<file path="src/rtl/fa6d_pkg.sv">
// Shared types, character constants and the alphabet lookup for the
// six-bit ASCII fingerprint decoder. No dependencies.
package fa6d_pkg;

    localparam logic [7:0] CHAR_DOT  = 8'h2e;  // '.'
    localparam logic [7:0] CHAR_PLUS = 8'h2b;  // '+'
    localparam logic [7:0] CHAR_0    = 8'h30;
    localparam logic [7:0] CHAR_9    = 8'h39;
    localparam logic [7:0] CHAR_UA   = 8'h41;
    localparam logic [7:0] CHAR_UZ   = 8'h5a;
    localparam logic [7:0] CHAR_LA   = 8'h61;
    localparam logic [7:0] CHAR_LZ   = 8'h7a;
    localparam logic [7:0] CHAR_PAD1 = 8'h31;  // '1'
    localparam logic [7:0] CHAR_PAD2 = 8'h32;  // '2'
    localparam logic [7:0] CHAR_PAD3 = 8'h33;  // '3'

    localparam logic [7:0] OFS_DIGIT = 8'd2;
    localparam logic [7:0] OFS_UPPER = 8'd12;
    localparam logic [7:0] OFS_LOWER = 8'd38;

    // Byte counts carried by a burst
    localparam logic [1:0] CNT_ONE   = 2'd1;
    localparam logic [1:0] CNT_TWO   = 2'd2;
    localparam logic [1:0] CNT_THREE = 2'd3;

    // One burst of up to three result words produced by a single character
    typedef struct packed {
        logic [23:0] bytes;     // first word in [23:16]
        logic [1:0]  cnt;       // number of words, one to three
        logic        is_data;   // words carry decoded bytes
        logic        eov;       // last word of the burst ends the vector
        logic        err;       // format error marker
    } burst_t;

    typedef struct packed {
        logic [7:0] data_byte;
        logic       byte_valid;
        logic       end_of_vector;
        logic       format_error;
    } result_t;

    typedef struct packed {
        logic       hit;
        logic [5:0] code;
    } code_t;

    // Map an ASCII character to its six-bit code
    function automatic code_t code_of(logic [7:0] c);
        code_t      r;
        logic [7:0] t;
        r = '0;
        t = '0;
        if (c == CHAR_DOT)
        begin
            r.hit = 1'b1;
        end
        else if (c == CHAR_PLUS)
        begin
            r.hit = 1'b1;
            t     = 8'd1;
        end
        else if (c >= CHAR_0 && c <= CHAR_9)
        begin
            r.hit = 1'b1;
            t     = c - CHAR_0 + OFS_DIGIT;
        end
        else if (c >= CHAR_UA && c <= CHAR_UZ)
        begin
            r.hit = 1'b1;
            t     = c - CHAR_UA + OFS_UPPER;
        end
        else if (c >= CHAR_LA && c <= CHAR_LZ)
        begin
            r.hit = 1'b1;
            t     = c - CHAR_LA + OFS_LOWER;
        end
        r.code = t[5:0];
        return r;
    endfunction

endpackage

</file>
<file path="src/rtl/fa6d_if.sv">
// Valid/ready channel interfaces for the character input and the byte output.
// No dependencies.
interface fa6d_char_if;
    logic       valid;
    logic       ready;
    logic [7:0] ascii_char;
    logic       is_pad_marker;

    modport source (output valid, output ascii_char, output is_pad_marker, input ready);
    modport sink   (input valid, input ascii_char, input is_pad_marker, output ready);
endinterface

interface fa6d_byte_if;
    logic       valid;
    logic       ready;
    logic [7:0] data_byte;
    logic       byte_valid;
    logic       end_of_vector;
    logic       format_error;

    modport source (output valid, output data_byte, output byte_valid,
                    output end_of_vector, output format_error, input ready);
    modport sink   (input valid, input data_byte, input byte_valid,
                    input end_of_vector, input format_error, output ready);
endinterface

</file>
<file path="src/rtl/fa6d_burst_fifo.sv">
// Burst queue and word serializer: holds bursts of up to three result words
// and sends them out one word per cycle while out_ready is high. Depends on fa6d_pkg.
module fa6d_burst_fifo #(
    parameter int DEPTH = 4
) (
    input  logic              clk,
    input  logic              rst_n,
    input  logic              push,
    input  fa6d_pkg::burst_t  push_rec,
    output logic              full,
    output logic              out_valid,
    input  logic              out_ready,
    output fa6d_pkg::result_t out_word
);
    localparam int PW = (DEPTH > 1) ? $clog2(DEPTH) : 1;
    localparam int CW = $clog2(DEPTH + 1);

    fa6d_pkg::burst_t  mem_reg [DEPTH];
    logic [PW-1:0]     wr_ptr_reg, wr_ptr_next;
    logic [PW-1:0]     rd_ptr_reg, rd_ptr_next;
    logic [CW-1:0]     count_reg, count_next;
    logic [1:0]        sel_reg, sel_next;
    fa6d_pkg::burst_t  head;
    logic              last_word;
    logic              pop;

    assign head      = mem_reg[rd_ptr_reg];
    assign out_valid = (count_reg != '0);
    assign full      = (count_reg == CW'(DEPTH));
    assign last_word = (sel_reg == head.cnt - 2'd1);
    assign pop       = out_valid && out_ready && last_word;

    always_comb
    begin
        out_word.byte_valid    = head.is_data;
        out_word.format_error  = head.err;
        out_word.end_of_vector = head.eov && last_word;
        case (sel_reg)
            2'd0:    out_word.data_byte = head.bytes[23:16];
            2'd1:    out_word.data_byte = head.bytes[15:8];
            default: out_word.data_byte = head.bytes[7:0];
        endcase
    end

    always_comb
    begin
        wr_ptr_next = wr_ptr_reg;
        rd_ptr_next = rd_ptr_reg;
        count_next  = count_reg;
        sel_next    = sel_reg;
        if (push)
        begin
            wr_ptr_next = (wr_ptr_reg == PW'(DEPTH - 1)) ? '0 : wr_ptr_reg + PW'(1);
        end
        if (out_valid && out_ready)
        begin
            // advance within the burst, drop it after its last word
            if (last_word)
            begin
                sel_next    = '0;
                rd_ptr_next = (rd_ptr_reg == PW'(DEPTH - 1)) ? '0 : rd_ptr_reg + PW'(1);
            end
            else
            begin
                sel_next = sel_reg + 2'd1;
            end
        end
        if (push && !pop)
        begin
            count_next = count_reg + CW'(1);
        end
        else if (pop && !push)
        begin
            count_next = count_reg - CW'(1);
        end
    end

    always_ff @(posedge clk or negedge rst_n)
    begin
        if (!rst_n)
        begin
            wr_ptr_reg <= '0;
            rd_ptr_reg <= '0;
            count_reg  <= '0;
            sel_reg    <= '0;
        end
        else
        begin
            wr_ptr_reg <= wr_ptr_next;
            rd_ptr_reg <= rd_ptr_next;
            count_reg  <= count_next;
            sel_reg    <= sel_next;
        end
    end

    always_ff @(posedge clk)
    begin
        if (push)
        begin
            mem_reg[wr_ptr_reg] <= push_rec;
        end
    end

endmodule

</file>
<file path="src/rtl/fingerprint_ascii_six_bit_decoder_core.sv">
// Top level of the six-bit ASCII fingerprint decoder: group packing state
// and pad handling. Depends on fa6d_pkg, fa6d_if and fa6d_burst_fifo.

// One character word is accepted per cycle whenever the burst queue has a
// free slot; the group state updates in that same cycle and any bytes the
// character releases are written as one burst into a queue of QUEUE_DEPTH
// bursts. Results leave one word per cycle from the head of that queue
// while the output is ready, one word per released byte; since four data
// characters release three bytes, a steady data stream runs at one
// character per cycle, output back-pressure absorbed until the queue fills.
// Characters outside the alphabet repeat the previous code of their group
// (zero at the start of a group). The pad word ends the string and returns
// all group state to reset; a bad pad or a pad in a partial group yields a
// single error word with end_of_vector set.
module fingerprint_ascii_six_bit_decoder_core #(
    parameter int QUEUE_DEPTH = 4
) (
    input  logic             clk,
    input  logic             rst_n,
    fa6d_char_if.sink        char_ch,
    fa6d_byte_if.source      byte_ch
);
    logic [23:0]        group_bits_reg, group_bits_next;
    logic [1:0]         chars_reg, chars_next;
    logic               complete_reg, complete_next;
    logic [5:0]         prev_reg, prev_next;

    fa6d_pkg::burst_t   rec;
    fa6d_pkg::result_t  word;
    fa6d_pkg::code_t    cd;
    logic               rec_push;
    logic               q_full;
    logic               in_fire;
    logic [1:0]         pad_cnt;
    logic [23:0]        base_bits;
    logic [5:0]         prev_base;

    assign char_ch.ready = !q_full;
    assign in_fire       = char_ch.valid && char_ch.ready;
    assign cd            = fa6d_pkg::code_of(char_ch.ascii_char);

    always_comb
    begin
        unique case (char_ch.ascii_char)
            fa6d_pkg::CHAR_PAD1: pad_cnt = fa6d_pkg::CNT_ONE;
            fa6d_pkg::CHAR_PAD2: pad_cnt = fa6d_pkg::CNT_TWO;
            fa6d_pkg::CHAR_PAD3: pad_cnt = fa6d_pkg::CNT_THREE;
            default:             pad_cnt = 2'd0;
        endcase
    end

    always_comb
    begin
        group_bits_next = group_bits_reg;
        chars_next      = chars_reg;
        complete_next   = complete_reg;
        prev_next       = prev_reg;
        rec_push        = 1'b0;
        rec.bytes       = group_bits_reg;
        rec.cnt         = fa6d_pkg::CNT_THREE;
        rec.is_data     = 1'b1;
        rec.eov         = 1'b0;
        rec.err         = 1'b0;
        base_bits       = group_bits_reg;
        prev_base       = (chars_reg == 2'd0) ? 6'd0 : prev_reg;

        if (char_ch.is_pad_marker)
        begin
            // every pad yields exactly one burst, then clear all group state
            rec_push = 1'b1;
            rec.eov  = 1'b1;
            if (pad_cnt == 2'd0 || chars_reg != 2'd0)
            begin
                rec.bytes   = '0;
                rec.cnt     = fa6d_pkg::CNT_ONE;
                rec.is_data = 1'b0;
                rec.err     = 1'b1;
            end
            else if (complete_reg)
            begin
                rec.cnt = pad_cnt;
            end
            else
            begin
                // nothing pending: pad three is an empty end marker
                rec.bytes   = '0;
                rec.cnt     = fa6d_pkg::CNT_ONE;
                rec.is_data = 1'b0;
                rec.err     = (pad_cnt != fa6d_pkg::CNT_THREE);
            end
            group_bits_next = '0;
            chars_next      = '0;
            complete_next   = 1'b0;
            prev_next       = '0;
        end
        else
        begin
            if (complete_reg)
            begin
                // release the held group before starting a new one
                rec_push  = 1'b1;
                base_bits = '0;
            end
            prev_next       = cd.hit ? cd.code : prev_base;
            group_bits_next = {base_bits[17:0], prev_next};
            chars_next      = chars_reg + 2'd1;
            complete_next   = (chars_reg == 2'd3);
        end
    end

    always_ff @(posedge clk or negedge rst_n)
    begin
        if (!rst_n)
        begin
            group_bits_reg <= '0;
            chars_reg      <= '0;
            complete_reg   <= 1'b0;
            prev_reg       <= '0;
        end
        else if (in_fire)
        begin
            group_bits_reg <= group_bits_next;
            chars_reg      <= chars_next;
            complete_reg   <= complete_next;
            prev_reg       <= prev_next;
        end
    end

    fa6d_burst_fifo #(
        .DEPTH (QUEUE_DEPTH)
    ) u_fifo (
        .clk       (clk),
        .rst_n     (rst_n),
        .push      (in_fire && rec_push),
        .push_rec  (rec),
        .full      (q_full),
        .out_valid (byte_ch.valid),
        .out_ready (byte_ch.ready),
        .out_word  (word)
    );

    assign byte_ch.data_byte     = word.data_byte;
    assign byte_ch.byte_valid    = word.byte_valid;
    assign byte_ch.end_of_vector = word.end_of_vector;
    assign byte_ch.format_error  = word.format_error;

endmodule

</file>
<file path="src/flat_wrapper.sv">
// flat-port wrapper written by rule: the top's interface ports become plain ports
module fingerprint_ascii_six_bit_decoder_core_flat 
#(
    parameter int QUEUE_DEPTH = 4
)
  (clk, rst_n, char_ch_valid, char_ch_ascii_char, char_ch_is_pad_marker, char_ch_ready, byte_ch_valid, byte_ch_data_byte, byte_ch_byte_valid, byte_ch_end_of_vector, byte_ch_format_error, byte_ch_ready);
  fa6d_char_if char_ch_i ();
  fa6d_byte_if byte_ch_i ();
  input  logic clk;
  input  logic rst_n;
  input wire logic [$bits(char_ch_i.valid)-1:0] char_ch_valid;
  input wire logic [$bits(char_ch_i.ascii_char)-1:0] char_ch_ascii_char;
  input wire logic [$bits(char_ch_i.is_pad_marker)-1:0] char_ch_is_pad_marker;
  output wire logic [$bits(char_ch_i.ready)-1:0] char_ch_ready;
  output wire logic [$bits(byte_ch_i.valid)-1:0] byte_ch_valid;
  output wire logic [$bits(byte_ch_i.data_byte)-1:0] byte_ch_data_byte;
  output wire logic [$bits(byte_ch_i.byte_valid)-1:0] byte_ch_byte_valid;
  output wire logic [$bits(byte_ch_i.end_of_vector)-1:0] byte_ch_end_of_vector;
  output wire logic [$bits(byte_ch_i.format_error)-1:0] byte_ch_format_error;
  input wire logic [$bits(byte_ch_i.ready)-1:0] byte_ch_ready;
  assign char_ch_i.valid = char_ch_valid;
  assign char_ch_i.ascii_char = char_ch_ascii_char;
  assign char_ch_i.is_pad_marker = char_ch_is_pad_marker;
  assign char_ch_ready = char_ch_i.ready;
  assign byte_ch_valid = byte_ch_i.valid;
  assign byte_ch_data_byte = byte_ch_i.data_byte;
  assign byte_ch_byte_valid = byte_ch_i.byte_valid;
  assign byte_ch_end_of_vector = byte_ch_i.end_of_vector;
  assign byte_ch_format_error = byte_ch_i.format_error;
  assign byte_ch_i.ready = byte_ch_ready;
  fingerprint_ascii_six_bit_decoder_core #(.QUEUE_DEPTH(QUEUE_DEPTH)) u_core (.clk(clk), .rst_n(rst_n), .char_ch(char_ch_i), .byte_ch(byte_ch_i));
endmodule
</file>
<file path="config.mk">
export PLATFORM = sky130hd
export DESIGN_NAME = fingerprint_ascii_six_bit_decoder_core_flat
export DESIGN_NICKNAME = d
export VERILOG_FILES = /design/src/rtl/fa6d_pkg.sv /design/src/rtl/fa6d_if.sv /design/src/rtl/fa6d_burst_fifo.sv /design/src/rtl/fingerprint_ascii_six_bit_decoder_core.sv /design/src/flat_wrapper.sv
export SDC_FILE = /design/constraint.sdc
export NUM_CORES = 1
export LEC_CHECK = 0
export BUFFER_PORTS_ARGS = -buffer_cell sky130_fd_sc_hd__buf_4
export CAP_MARGIN = 10
export CORE_AREA = 2 2 142 144
export CTS_CLUSTER_SIZE = 30
export DETAILED_ROUTE_END_ITERATION = 12
export DIE_AREA = 0 0 144 146
export GPL_TIMING_DRIVEN = 0
export PLACE_DENSITY = 0.59
export SYNTH_ARGS = -nofsm -noshare
export SYNTH_HDL_FRONTEND = slang
export SYNTH_SLANG_ARGS = --single-unit
</file>
<file path="constraint.sdc">
create_clock -name clk -period 3.15 [get_ports clk]
set_clock_uncertainty 0.1 [all_clocks]
set_input_delay 0.315 -clock clk [delete_from_list [all_inputs] [get_ports clk]]
set_output_delay 0.315 -clock clk [all_outputs]
set_load 0.02 [all_outputs]
</file>
## After elaboration in Yosys (flattened, before gate mapping)

Memory sizes are Yosys's and may differ from the RTL's.
Index checks and enable logic that the tools add are counted.

| storage, ports and cells | value |
|---|---|
| bits in latches | 0 |
| memory bits (read-only) | 0 |
| register bits after elaboration | 42 |
| word-level logic and storage cells | 95 |
| memories kept | 1 |
| output and inout port bits | 13 |
| RAM bits | 116 |
| input port bits | 13 |

Memories:

| name | depth | bits a word | read ports | clocked after memory_dff | write ports | RTL line | source |
|---|---|---|---|---|---|---|---|
| u_core.u_fifo.mem_reg | 4 | 29 | 1 | 0 | 1 | fa6d_burst_fifo.sv:18 | `fa6d_pkg::burst_t mem_reg [DEPTH];` |

| cells by class | value |
|---|---|
| reduce and logical (&&, ||, !) cells | 21 |
| divide/modulo/power cells | 0 |
| muxes and demuxes | 34 |
| multipliers | 0 |
| equality and inequality tests | 12 |
| $add $sub $neg | 13 |
| order comparisons | 6 |
| shift-type cells | 0 |
| bitwise gates (word level) | 0 |

Operator list:

| cell | count |
|---|---|
| $mux 24 | 2 |
| $mux 6 | 8 |
| $eq 8x6->1 const B | 5 |
| $mux 29 | 1 |
| $mux 27 | 1 |
| $mux 18 | 1 |
| $ge 8x7->1 const B | 2 |
| $le 8x7->1 const B | 2 |
| $pmux 8 s2 | 1 |
| $mux 1 | 12 |
| $sub 6x6->6 const B | 2 |
| $logic_and 1x1->1 | 10 |
| $mux 2 | 5 |
| $add 2x1->2 const B | 4 |
| $ge 8x6->1 const B | 1 |
| $le 8x6->1 const B | 1 |
| $add 6x2->6 const B | 1 |
| $add 6x4->6 const B | 1 |
| $add 6x6->6 const B | 1 |
| $eq 2x2->1 const B | 3 |
| $logic_not 2->1 | 3 |
| $mux 3 | 2 |
| $pmux 2 s3 | 1 |
| $sub 6x1->6 const B | 1 |
| other kinds (12) | 15 |

## Depth between registers and ports, before layout

| depth | value |
|---|---|
| word-level depth | 9 |
| gate-level depth with buffers | 10 |
| mapped depth without buffers | 10 |

## Cells and area by module

Synthesis repeated with hierarchy kept, for this count alone.

| second synthesis, totals | value |
|---|---|
| cell total of the unflattened synthesis | 405 |
| area, all modules | 6596.3 um^2 |

Modules (own cells, without submodules):

| module | cells each | instances | area an instance (um^2) | seq. area each (um^2) |
|---|---|---|---|---|
| fa6d_burst_fifo | 231 | 1 | 4919.7 | 3708.6 |
| fingerprint_ascii_six_bit_decoder_core | 174 | 1 | 1676.6 | 675.6 |

## Worst setup path before layout

No wires, ideal clock.

| path | value |
|---|---|
| path type | flip-flop to flip-flop |
| start | register u_core.u_fifo.rd_ptr_reg[0] |
| end | register u_core.u_fifo.count_reg[1] |
| setup time | 0.125 ns |
| path slack | 0.456 ns |
| clock period less this slack | 2.694 ns |
| data arrival time | 2.470 ns |
| stages on the path, launching flop included | 9 |
| buffers on the path | 0 |
| data required time | 2.925 ns |
| cell sequence | dfrtp_1 mux4_2 xnor2_1 mux2i_1 nand3_1 ha_1 inv_1 fa_1 mux2_2 |

| between the ends | value |
|---|---|
| cells in the longest elaborated chain, start to end | 7 |
| elaborated cells on any way between the ends | 9 |
| those cells by class | 1 x add/sub; 1 x eq/ne; 1 x mux; 5 x reduce/logical; 1 x memory |

RTL lines:

| what | RTL line | source |
|---|---|---|
| from (decl) | fa6d_burst_fifo.sv:20 | `logic [PW-1:0] rd_ptr_reg, rd_ptr_next;` |
| from (signal assigned) | fa6d_burst_fifo.sv:90 | `rd_ptr_reg <= rd_ptr_next;` |
| $mem_v2 4x29 | n/a |  |
| $sub 2x1->2 | fa6d_burst_fifo.sv:30 | `assign last_word = (sel_reg == head.cnt - 2'd1);` |
| $eq 2x2->1 | fa6d_burst_fifo.sv:30 |  |
| $logic_and 1x1->1 | fa6d_burst_fifo.sv:31 | `assign pop = out_valid && out_ready && last_word;` |
| $logic_not 1->1 | fa6d_burst_fifo.sv:68 | `if (push && !pop)` |
| $logic_and 1x1->1 | fa6d_burst_fifo.sv:68 |  |
| $mux 3 | fa6d_burst_fifo.sv:68 |  |
| via u_core.u_fifo.count_next[1] | fa6d_burst_fifo.sv:21 | `logic [CW-1:0] count_reg, count_next;` |
| to (signal assigned) | fa6d_burst_fifo.sv:91 | `count_reg <= count_next;` |
| to (decl) | fa6d_burst_fifo.sv:21 |  |

The timed path passes the listed nets, and every way through them passes these cells.
A chain may end at the register's enable or synchronous reset.

## Worst setup path in the final report

| path | value |
|---|---|
| start | register u_core.u_fifo.sel_reg[0] |
| end | output byte_ch_data_byte[1] |

| between the ends | value |
|---|---|
| cells in the longest elaborated chain, start to end | 2 |
| elaborated cells on any way between the ends | 3 |
| those cells by class | 1 x eq/ne; 1 x mux; 1 x reduce/logical |

RTL lines:

| what | RTL line | source |
|---|---|---|
| from (decl) | fa6d_burst_fifo.sv:22 | `logic [1:0] sel_reg, sel_next;` |
| from (signal assigned) | fa6d_burst_fifo.sv:92 | `sel_reg <= sel_next;` |
| $eq 2x1->1 or $logic_not 2->1 (tied branches) | fa6d_burst_fifo.sv:38 | `case (sel_reg)` |
| $pmux 8 s2 * | fa6d_burst_fifo.sv:38 |  |
| to (decl) | flat_wrapper.sv:16 | `output wire logic [$bits(byte_ch_i.data_byte)-1:0] byte_ch_data_byte;` |

Mark *: on every way between the ends. The rest lies on a longest branch, timed or not.

==> qor.csv <==
stage;metric;value;unit
status;status;finished clean;
sta;fin crit period;2960;ps
floorplanning;Die X;144;um
drt;vias after detailed routing;3995;
clock_tree;clock-pin slew on the worst setup and hold paths;60;ps
drt;Routed WL per cell;17.9;um
setup_path;crit path DAT;2550;ps
logic_synthesis;Synth Cell Area;6760;um^2
setup_path;Crit-path slowest cell;buf_1;
final_layout;commonest non-fill, non-tap cells in the layout;edfxtp_1 (116), nand2_1 (49), o21ai_0 (36);
setup_path;Worst Setup End Kind;output port;
sta;Final Slew Violations;0;
setup_path;Worst path max stage delay;460;ps
final_layout;Inserted Diodes;0;
sta;setup TNS;0;ps
logic_synthesis;cell count after synthesis;467;
logic_synthesis;Syn Area/Cell;14.5;um^2
placement;Port Buffer Count;24;
logic_synthesis;number of flops mapped to enable cells by yosys;116;
power;total power;6.71;mW
clock_tree;CTS Buffer Depth;2;
floorplanning;core area;19300;um^2
drt;post-route ant nets;0;
clock_tree;Num CTS Buffers;17;
job;max-cap violations;0;
floorplanning;Die Area;21000;um^2
drt;DR iter-0 viols;317;
placement;hpwl dp;9210;um
final_layout;share of cells above drive strength 1;22.3;%
global_routing;first-pass GRT wire length;22000;um
final_layout;commonest non-fill, non-tap cell in the layout;edfxtp_1;
final_layout;Finished Layout Cells;790;
logic_synthesis;flops & latches, synth;152;
setup_path;CP Data Required Time;2730;ps
clock_tree;clock sinks;152;
global_routing;largest net degree at the start of global routing;37;
final_layout;max FFs per register;116;
sta;Worst-Margin Slew;880;ps
sta;slew margin rel.;41.3;%
power;Clk pwr share;33.3;%
logic_synthesis;synth warn;0;
sta;Final setup viols;0;
logic_synthesis;Yosys top cell by area;edfxtp_1;
drt;routed wire length;14200;um
logic_synthesis;Async S/R FF share, synth;23.7;%
placement;placed cells;756;
final_layout;nets@finish;544;
sta;fin crit share;94.0;%
global_routing;gr ovfl total;0;
clock_tree;H-tree Lvls;4;
global_routing;Total Routing Usage GR;14.1;%
setup_path;CP startpoint kind;flop;
placement;RePlAce Congestion;0.841;
power;peak supply drop;0.309;mV
clock_tree;insertion delay to the later sink of the worst-skew pair;420;ps
power;share of power burned in registers;37.6;%
drt;DRC violations left;0;
power;Switch Pwr;2.01;mW
power;Int Pwr;4.71;mW
global_routing;antenna violations before repair;0;
logic_synthesis;Synth top area share;51.5;%
final_layout;Area growth syn-to-layout;18.0;%
clock_tree;# Post-CTS Setup Buffers;0;
sta;hold slack;97.5;ps
power;switching share of power;29.9;%
logic_synthesis;Seq/Total Area, Yosys;64.9;%
floorplanning;initial core utilization;35.0;%
drt;routed vias/inst;5.06;
global_routing;vias in the first global route;4040;
setup_path;CP Class;flop to output port;
logic_synthesis;top cells by area, synth;edfxtp_1 (52%), dfrtp_1 (13%), mux4_2 (9.7%);
final_layout;Fill cells;1748;
power;Pleak;2.92;nW
setup_path;CP Cell Sequence;inv_1 > ha_1 > buf_1 > or2_2 > buf_1 > o21ai_0 > buf_4;
drt;drt pass-1 iters;5;
worst_hold_path;HP Class;primary input to flop;
logic_synthesis;Mapped Nets;499;
sta;RSZ-0062 raised after global routing;no;
logic_synthesis;synth unique cells;59;
clock_tree;root buf cell;clkbuf_16;
floorplanning;Die Span Y;146;um
power;Pwr per Cell Area;841;nW/um^2
floorplanning;Ports;26;
sta;hold violation count in the final report;0;
setup_path;crit-path max FO;9;
floorplanning;std cell rows;51;
sta;Fmax;0.338;GHz
power;Comb power frac;29.2;%
clock_tree;CTS tree;done;
logic_synthesis;Main synth FF type;edfxtp_1;
setup_path;most frequent CP cell;buf_1;
-- worst max-delay path, delay by kind of cell, from the launching register on --
kind | cells | cell delay (ps)
AND/OR/NAND/NOR | 1 | 210
AO/OA/AOI/OAI | 1 | 220
adder cells (fa/ha/maj) | 1 | 150
flip-flops | 1 | 420
buffers and inverters | 4 | 1120
-- area by class of cell --
cell class | instances | area (um^2) | area share (%)
inverter | 26 | 97.6 | 1.22
timing repair buffer | 26 | 200 | 2.51
multi-input combinational | 267 | 2180 | 27.4
sequential | 152 | 4390 | 55.0
clock buffer | 21 | 503 | 6.30
clock inverter | 11 | 164 | 2.05
tap | 265 | 332 | 4.16
buffer | 22 | 114 | 1.43
-- power groups by stage --
stage	Sequential (mW)	Combinational, mW	Clock (mW)
after floorplan	2.52	1.32	0
after global placement	2.55	1.94	0
after detailed placement	2.56	1.98	0
after CTS	2.52	1.99	2.26
after global routing	2.55	2.13	2.35
final	2.52	1.96	2.23
-- kinds of logic after synthesis --
| logic type | synth area share, % |
|---|---|
| and+or+nand+nor | 9.85 |
| DFF | 64.9 |
| muxes | 10.3 |
| buffers and inverters | 3.04 |
| AOI/OAI and AO/OA | 7.53 |
| adders and majority gates | 3.63 |
| xor gates and xnor gates | 0.777 |
-- layer usage --
layer	vias up	track usage (%)	part of all wire, %
met5	-	0	0
met4	0	5.69	2.0
met3	20	3.19	3.8
met2	108	22.8	50
met1	2025	18.2	45
li1	1842	-	-
-- cells in the mapped netlist, drive strengths merged (2+ instances only) --
cell type,count
a2111oi,3
a21o,5
a21oi,5
a22oi,8
a31oi,3
a32o,2
and2,5
and3b,2
buf,14
clkbuf,8
dfrtp,36
edfxtp,116
ha,18
inv,26
mux2,3
mux4,29
nand2,49
nand2b,3
nand3,4
nor2,18
nor2b,23
nor3,9
nor3b,2
nor4,3
o21a,2
o21ai,36
o31ai,2
o32ai,2
or3,4
xnor2,2
xor2,4
-- worst paths after layout --
path	startpoint	to	slack, ps	cells past startpoint
worst max register to register	u_core.u_fifo.rd_ptr_reg[0]	u_core.u_fifo.count_reg[1]	210	8
worst min-delay path	byte_ch_ready	u_core.u_fifo.sel_reg[1]	100	3
min in group asynchronous	rst_n	u_core.u_fifo.sel_reg[0]	300	2
worst max-delay path	u_core.u_fifo.sel_reg[0]	byte_ch_data_byte[1]	190	7
worst min register to register	u_core.group_bits_reg[20]	u_core.group_bits_reg[20]	370	2
max in group asynchronous	rst_n	u_core.u_fifo.rd_ptr_reg[0]	2290	2
-- metrics by stage --
stage	area, um^2	utilization, %	setup WS, ps
after detailed placement	7280	37.6	74.8
after global placement	7270	37.6	-46.0
after floorplan	6760	-	456
final	7980	41.3	189
after global routing	7980	41.3	11.8
after CTS	7960	41.2	22.9
-- repair_timing --
| action | CTS | global route |
|---|---|---|
| pin swaps | 0 | 0 |
| hold buffers | 1 | 1 |
| setup endpoints to repair | 11 | 7 |
| resized for setup | 2 | 6 |
| endpoints found under the hold margin | 36 | 4 |
(Power assumes the default switching activity.)
